### src/rtl/core/segvar_pkg.sv
// Shared widths, register indexes and divider request types for the segment variance block.
package segvar_pkg;

  localparam int COORD_W      = 16;
  localparam int MAX_SEGMENTS = 1024;
  localparam int NUM_AXES     = 3;
  localparam int AXIS_W       = 2;

  localparam int WEIGHT_W   = 32;
  localparam int CNT_W      = 11;
  localparam int CFG_IDX_W  = 4;
  localparam int CFG_DATA_W = 32;

  localparam logic [CFG_IDX_W-1:0] REG_WEIGHT    = CFG_IDX_W'(0);
  localparam logic [CFG_IDX_W-1:0] REG_SEG_COUNT = CFG_IDX_W'(1);

  // Datapath widths: d is Q8.8, sq and fourth power are Q16.16
  localparam int DELTA_W = COORD_W + 1;
  localparam int DMAG_W  = COORD_W;
  localparam int SQ_W    = 2 * COORD_W + 2;
  localparam int TERM_W  = SQ_W + COORD_W + 1;
  localparam int T_W     = TERM_W + 1;
  localparam int MAG_W   = TERM_W;

  localparam int MUL_W  = 34;
  localparam int PROD_W = 2 * MUL_W;
  localparam int SUM_W  = 64;
  localparam int ACC_W  = SUM_W + WEIGHT_W;
  localparam int GRAD_W = 64;
  localparam int COST_W = 63;

  localparam int FRAC_SHIFT = 16;
  // gradient scale is weight * 4 / 2^24
  localparam int GRAD_SHIFT = 22;

  localparam int DIV_W      = ACC_W - FRAC_SHIFT;
  localparam int DIV_STEP   = 8;
  localparam int DIV_CYCLES = DIV_W / DIV_STEP;
  localparam int DIV_CNT_W  = $clog2(DIV_CYCLES);
  localparam int REM_W      = $clog2(MAX_SEGMENTS);

  localparam logic [COST_W-1:0] COST_MAX = '1;

  typedef struct packed {
    logic             start;
    logic [CNT_W-1:0] divisor;
    logic [DIV_W-1:0] dividend;
  } div_req_t;

  typedef struct packed {
    logic             done;
    logic [DIV_W-1:0] quotient;
  } div_rsp_t;

endpackage

### src/rtl/core/segvar_div.sv
// Iterative restoring divider by the segment count, several quotient bits per cycle.
module segvar_div (
  input  logic                 clk,
  input  logic                 rst_n,
  input  segvar_pkg::div_req_t req,
  output segvar_pkg::div_rsp_t rsp
);
  import segvar_pkg::*;

  logic                 busy_r;
  logic                 busy_nxt;
  logic                 done_r;
  logic                 done_nxt;
  logic [DIV_CNT_W-1:0] cnt_r;
  logic [DIV_CNT_W-1:0] cnt_nxt;
  logic [DIV_W-1:0]     work_r;
  logic [DIV_W-1:0]     work_nxt;
  logic [REM_W-1:0]     rem_r;
  logic [REM_W-1:0]     rem_nxt;
  logic [REM_W:0]       div_r;

  // One radix-2 step per bit: shift in the next dividend bit, subtract if it fits
  always_comb begin : div_steps
    logic [REM_W:0]   trial;
    logic [DIV_W-1:0] w;
    logic [REM_W-1:0] r;
    w = work_r;
    r = rem_r;
    trial = '0;
    for (int i = 0; i < DIV_STEP; i++) begin
      trial = {r, w[DIV_W-1]};
      w = {w[DIV_W-2:0], 1'b0};
      if (trial >= div_r) begin
        trial = trial - div_r;
        w[0] = 1'b1;
      end
      r = trial[REM_W-1:0];
    end
    work_nxt = w;
    rem_nxt  = r;
  end

  always_comb begin
    busy_nxt = busy_r;
    done_nxt = 1'b0;
    cnt_nxt  = cnt_r;
    if (req.start) begin
      busy_nxt = 1'b1;
      cnt_nxt  = '0;
    end else if (busy_r) begin
      cnt_nxt = cnt_r + DIV_CNT_W'(1);
      if (cnt_r == DIV_CNT_W'(DIV_CYCLES - 1)) begin
        busy_nxt = 1'b0;
        done_nxt = 1'b1;
      end
    end
  end

  always_ff @(posedge clk) begin
    if (!rst_n) begin
      busy_r <= 1'b0;
      done_r <= 1'b0;
      cnt_r  <= '0;
    end else begin
      busy_r <= busy_nxt;
      done_r <= done_nxt;
      cnt_r  <= cnt_nxt;
    end
  end

  always_ff @(posedge clk) begin
    if (req.start) begin
      work_r <= req.dividend;
      rem_r  <= '0;
      div_r  <= (REM_W + 1)'(req.divisor);
    end else if (busy_r) begin
      work_r <= work_nxt;
      rem_r  <= rem_nxt;
    end
  end

  assign rsp.done     = done_r;
  assign rsp.quotient = work_r;

endmodule

### config.mk
export PLATFORM = sky130hd
export DESIGN_NAME = segvar_div
export DESIGN_NICKNAME = d
export VERILOG_FILES = /design/src/rtl/core/segvar_pkg.sv /design/src/rtl/core/segvar_div.sv
export SDC_FILE = /design/constraint.sdc
export NUM_CORES = 1
export LEC_CHECK = 0
export ABC_AREA = 1
export BUFFER_PORTS_ARGS = -buffer_cell sky130_fd_sc_hd__buf_2
export CAP_MARGIN = 15
export CELL_PAD_IN_SITES_DETAIL_PLACEMENT = 2
export CELL_PAD_IN_SITES_GLOBAL_PLACEMENT = 2
export CORE_AREA = 3 3 167 169
export DETAILED_ROUTE_END_ITERATION = 12
export DIE_AREA = 0 0 170 172
export PLACE_DENSITY = 0.84
export SLEW_MARGIN = 20
export SYNTH_ARGS = -nofsm -noshare
export SYNTH_HDL_FRONTEND = slang
export SYNTH_SLANG_ARGS = --single-unit
### constraint.sdc
create_clock -name clk -period 26.3 [get_ports clk]
set_clock_uncertainty 0.15 [all_clocks]
set_input_delay 6.575 -clock clk [delete_from_list [all_inputs] [get_ports clk]]
set_output_delay 6.575 -clock clk [all_outputs]
set_load 0.1 [all_outputs]
==> results_dict.tcl, run 1 <==
set metrics [dict create \
    drv_cap 0 \
    period_share 0.577 \
    path_clk_slew_ps 90 \
    avgSynthCellArea_sq_um 7.81 \
    worstSetupPathType "flip-flop to flip-flop" \
    grt_max_degree 76 \
    cts-root-buf "clkbuf_16" \
    grt_overflow 0 \
    cp-startpoint "div_r[1]$_DFFE_PP_" \
    antenna_found_initial 4 \
    tns_ps 0 \
    grt_pass1_vias 9942 \
    hold_path.class "flip-flop to flip-flop" \
    yosysUniqueCellTypes 53 \
    r2r_cells 80 \
    status "finished clean" \
    io_buffer_count 174 \
    fp-row-count 60 \
    cp-start-kind "flip-flop" \
    n_fill_cell 3156 \
    cts_resized 0 \
    netlist_instances 1184 \
    final_hold_viol_count 0 \
    synthesis.nets 1376 \
    grt_pass1_wl_mm 57.6 \
    worstPathRequired_ps 26410 \
    multiInputGateArea_sq_um 5580 \
    cp_max_fo 15 \
    clock.fmax_ghz 0.0659 \
    relSlewSlack 0.306 \
    area_growth_pct 15.8 \
    setup_viol 0 \
    synth_flop_cell "edfxtp_1" \
    cts.path.max_buffers 2 \
    grtUsageTotal 0.256 \
    slowest_delay_ps 700 \
    cts_tree "done" \
    reg2reg_slack_ps 11120 \
    postCtsSetupBuffers 0 \
    layout.nets 1536 \
    ys_seq_area_frac 0.330 \
    drc 0 \
    vias 8886 \
    r2r-start "div_r[1]$_DFFE_PP_" \
    top_usage_layer "met2" \
    cp_data_arrival_time_ps 15290 \
    crit_slowest_cell "edfxtp_1" \
    drive_above_1_share 0.223 \
    ys_seq_elements 107 \
    detail-route-antenna-nets 0 \
    design.die.area_sq_um 29200 \
    globalRouteMet1Util 0.301 \
    cpMostUsedCell "nand2_1" \
    start_util 0.346 \
    die_x_um 170 \
    drt_iter0_drc 431 \
    antennaDiodeCount 0 \
    rsz0062_at_grt "no" \
    synth-warning-count 0 \
    placed_area_sq_um 10400 \
    fin_area_sq_um 10700 \
    grt_util_met2 0.466 \
    num_io_pins 175 \
    holdPathStages 2 \
    firstDrtPassIters 5 \
    synthArstFlopShare 0 \
    cts_sinks 107 \
    gp_congestion 0.916 \
    holdBufCountCts 0 \
    hp-start "cnt_r[3]$_SDFFE_PP0P_" \
    place_hpwl_mm 28.6 \
    cp-end-kind "flip-flop" \
    worst_pin_slew_ps 1040 \
    fin_hold_ws_ps 328 \
    viasPerCell 5.26 \
    cts_buffers 9 \
    gr-usage-met3 0.0656 \
    ff_latch_area_sq_um 3050 \
    routed_wl_mm 37.3 \
    drv_slew 0 \
    clock_latency_ps 370 \
    design.core.area_sq_um 26700 \
    synth_edf_count 91 \
    chipHeight_um 172 \
    fin_crit_ps 15180 \
    cts_max_level 3 \
    syn_area_sq_um 9250 \
    avgRoutedWirePerCell_um 22.0 \
]
[sequential cells by signal (all words and copies together) (netlist names)]
| register | flops |
|---|---|
| busy_r | 1 |
| cnt_r | 4 |
| div_r | 11 |
| done_r | 1 |
| rem_r | 10 |
| work_r | 80 |
[cells in the mapped netlist (3+ instances only)]
library cell,count,area share
nand3b_1,8,0.0065
nand2_2,23,0.016
ha_1,90,0.12
a21o_1,4,0.0032
or2_2,5,0.0034
nand4_1,8,0.0054
nand2_1,428,0.17
inv_1,107,0.043
buf_6,6,0.0073
nor3_1,5,0.0027
nor3_2,3,0.0032
and2_1,7,0.0047
o21a_1,3,0.0024
nor2_1,46,0.019
o21ai_1,12,0.0065
nand2_4,4,0.0049
nand3_1,37,0.020
xor2_1,34,0.032
dfxtp_1,16,0.035
nand3_2,20,0.022
a31oi_1,9,0.0061
a21oi_2,6,0.0057
clkbuf_1,19,0.0077
fa_1,8,0.017
o21ai_0,40,0.022
xnor2_1,20,0.019
o21bai_4,4,0.0081
buf_4,3,0.0024
o21ai_2,19,0.018
a21oi_1,62,0.034
edfxtp_1,91,0.30
inv_2,7,0.0028
[area by class of cell]
class | count | share of cell area
inverters | 117 | 0.0416
repair buffers | 178 | 0.0843
well taps | 341 | 0.0398
clock inverters | 6 | 0.00607
flip-flops and latches | 107 | 0.285
multi-input cells | 931 | 0.521
clock buffers | 10 | 0.0223
[cell usage in the layout, fill, tap and decap left out, types with 8 or more instances in the layout]
| master | n |
|---|---|
| xnor2_1 | 20 |
| nand4_1 | 8 |
| nor2_1 | 46 |
| nand2_2 | 23 |
| dfxtp_1 | 16 |
| xor2_1 | 34 |
| inv_2 | 8 |
| o21ai_0 | 40 |
| ha_1 | 90 |
| edfxtp_1 | 91 |
| a21oi_1 | 62 |
| o21ai_1 | 12 |
| clkbuf_16 | 9 |
| inv_1 | 105 |
| a31oi_1 | 9 |
| buf_2 | 173 |
| nand2_1 | 428 |
| fa_1 | 8 |
| o21ai_2 | 19 |
| nand3_2 | 20 |
| nand3_1 | 37 |
| nand3b_1 | 8 |
[per-stage QoR]
| step | setup WS, ps | cells | utilization |
|---|---|---|---|
| finish | 11120 | 1690 | 0.401 |
| global route | 9580 | 1690 | 0.401 |
| CTS | 11020 | 1690 | 0.401 |
| detailed placement | 11240 | 1674 | 0.389 |
| global placement | 11980 | 1674 | 0.389 |
| floorplan | 14180 | 1184 | - |
[per-layer routing]
layer  part of all wire  up-vias
li1                   -     4225
met1               0.41     4360
met2               0.50      230
met3              0.062       63
met4              0.028        8
met5             0.0012        -
[worst max-delay path, delay by kind of cell, from the launching register on]
kind,cells,cell delay [ps]
AO/OA/AOI/OAI,27,4980
AND/OR/NAND/NOR,31,4090
adder cells (fa/ha/maj),8,2800
buffers and inverters,12,2040
flip-flops,1,700
XOR/XNOR,2,300
[worst paths after layout]
| path | end |
|---|---|
| min reg2reg | cnt_r[3]$_SDFFE_PP0P_ |
| min | cnt_r[3]$_SDFFE_PP0P_ |
| max reg2reg | rem_r[5]$_SDFFE_PP0P_ |
| max | rem_r[5]$_SDFFE_PP0P_ |
[kinds of logic after synthesis]
| group | synth area share |
|---|---|
| adders and majority gates | 0.139 |
| xor gates and xnor gates | 0.0511 |
| DFF | 0.330 |
| and+or+nand+nor | 0.293 |
| AOI/OAI and AO/OA | 0.120 |
| buffers and inverters | 0.0671 |
Power of run 1 is left out: the tool's default activity adds up to more than one toggle a clock period on the data nets, which glitch-free logic cannot reach.
==> inputs of run 2 (changes only) <==
CORE_AREA = 3 3 172 174   (was 3 3 167 169)
DIE_AREA = 0 0 175 177   (was 0 0 170 172)
PLACE_DENSITY = 0.8   (was 0.84)
clock period = 14.5 ns   (was 26.3 ns; I/O delays follow)
==> results_dict.tcl, run 2 (same netlist as run 1, synthesis figures left out) <==
set metrics [dict create \
    status "finished clean" \
    largest_reg_flops 80 \
    cp-end-kind "flip-flop" \
    gp_congestion 0.909 \
    routed_wl_mm 37.9 \
    cp-start-kind "flip-flop" \
    num_io_pins 175 \
    drive_above_1_share 0.259 \
    hold_path.class "flip-flop to flip-flop" \
    multiInputGateArea_sq_um 5680 \
    vias 9132 \
    worstSetupPathType "flip-flop to flip-flop" \
    worst_pin_slew_ps 917 \
    drt_iter0_drc 445 \
    place_hpwl_mm 28.4 \
    place_ws_ps -452 \
    cpMostUsedCell "nand2_1" \
    crit_family "compound AO/OA/AOI/OAI gates" \
    final_hold_viol_count 0 \
    grt_pass1_wl_mm 56.4 \
    fin_util 0.401 \
    cts.path.max_buffers 2 \
    placed_area_sq_um 10500 \
    drc 0 \
    layout.nets 1574 \
    layout_setup_ws_ps 638 \
    holdBufCountCts 0 \
    design.die.area_sq_um 31000 \
    chipHeight_um 177 \
    r2r_cells 78 \
    drv_slew 0 \
    fin_area_sq_um 11200 \
    cts_sinks 107 \
    cts_buffers 9 \
    start_util 0.331 \
    r2r-start "div_r[1]$_DFFE_PP_" \
    relSlewSlack 0.389 \
    slowest_delay_ps 440 \
    clock_latency_ps 380 \
    cp.depth 78 \
    cts_max_level 3 \
    path_clk_slew_ps 90 \
    cp_data_arrival_time_ps 13780 \
    cp_max_fo 14 \
    worstPathRequired_ps 14420 \
    grt_pass1_vias 9990 \
    die_x_um 175 \
    detail-route-antenna-nets 0 \
    io_buffer_count 174 \
    grt_max_degree 86 \
    fin_crit_ps 13860 \
    avgRoutedWirePerCell_um 21.5 \
    viasPerCell 5.17 \
    area_growth_pct 21.0 \
    fin_hold_ws_ps 328 \
    fp-row-count 61 \
    drv_cap 0 \
    regMostFlops "work_r" \
    antenna_found_initial 7 \
    clock.fmax_ghz 0.0721 \
    hp-start "rem_r[9]$_SDFFE_PP0P_" \
    crit_slowest_cell "fa_1" \
    final_common_cell "nand2_1" \
    design.core.area_sq_um 27900 \
    grt_overflow 0 \
    reg_top3 "work_r: 80 flops, div_r: 11 flops, rem_r: 10 flops" \
    firstDrtPassIters 5 \
    period_share 0.956 \
    cts_tree "done" \
    final_cell_mix "nand2_1 (428), buf_2 (173), inv_1 (102)" \
    grtUsageTotal 0.234 \
    n_fill_cell 3313 \
    holdPathStages 2 \
    ff_latch_area_sq_um 3050 \
    cp-startpoint "div_r[1]$_DFFE_PP_" \
    critical_path_buf_inv_count 11 \
    cts-root-buf "clkbuf_16" \
    setup_viol 0 \
]
run 2: cell count changes in the layout (fill, tap and decap cells not counted), moves of 2 or more:
cell and change:
o21ai_0 -2, inv_1 -3, o21ai_2 +3, inv_2 -4, ha_2 +6, clkinvlp_4 +5, a31oi_1 -2, inv_6 +2
ha_1 -6, a21oi_2 +3, a21oi_1 -4, buf_4 +34
run 2: worst paths after layout:
| check | end | slack [ps] |
|---|---|---|
| min | rem_r[9]$_SDFFE_PP0P_ | 330 |
| max | work_r[0]$_DFFE_PP_ | 640 |
| max reg2reg | work_r[0]$_DFFE_PP_ | 640 |
| min reg2reg | rem_r[9]$_SDFFE_PP0P_ | 330 |
run 2: through the flow:
stage / cells / setup TNS, ps
detailed placement: 1720 / -3810
floorplan: 1184 / 0
global placement: 1720 / 0
CTS: 1743 / 0
global route: 1765 / -2360
finish: 1766 / 0
run 2: cell type report:
cell class,instances,share of cell area
diodes,1,0.000224
repair buffers,214,0.106
inverters,117,0.0429
clock inverters,6,0.00604
flip-flops and latches,107,0.273
well taps,378,0.0423
repair inverters,1,0.000671
multi-input cells,932,0.507
clock buffers,10,0.0214
run 2: timing repair:
action	CTS	global route
pin swaps	1	7
cloned	0	2
resized for setup	8	31
buffers inserted	7	20
setup endpoints to repair	11	11
run 2: tightest hold or removal path, delay by kind of cell, from the launching register on:
family,cells,cell delay [ps]
AND/OR/NAND/NOR,2,110
flip-flops,1,330
run 2: metal layers:
| layer | vias to the layer above | global-route usage | part of all wire | wire (um) |
|---|---|---|---|---|
| li1 | 4308 | - | - | - |
| met1 | 4508 | 0.282 | 0.42 | 15900 |
| met2 | 241 | 0.416 | 0.50 | 18800 |
| met3 | 65 | 0.0644 | 0.060 | 2260 |
| met4 | 10 | 0.0535 | 0.024 | 919 |
| met5 | - | 0 | 0.0018 | 69 |
Power of run 2 is left out for the same reason.
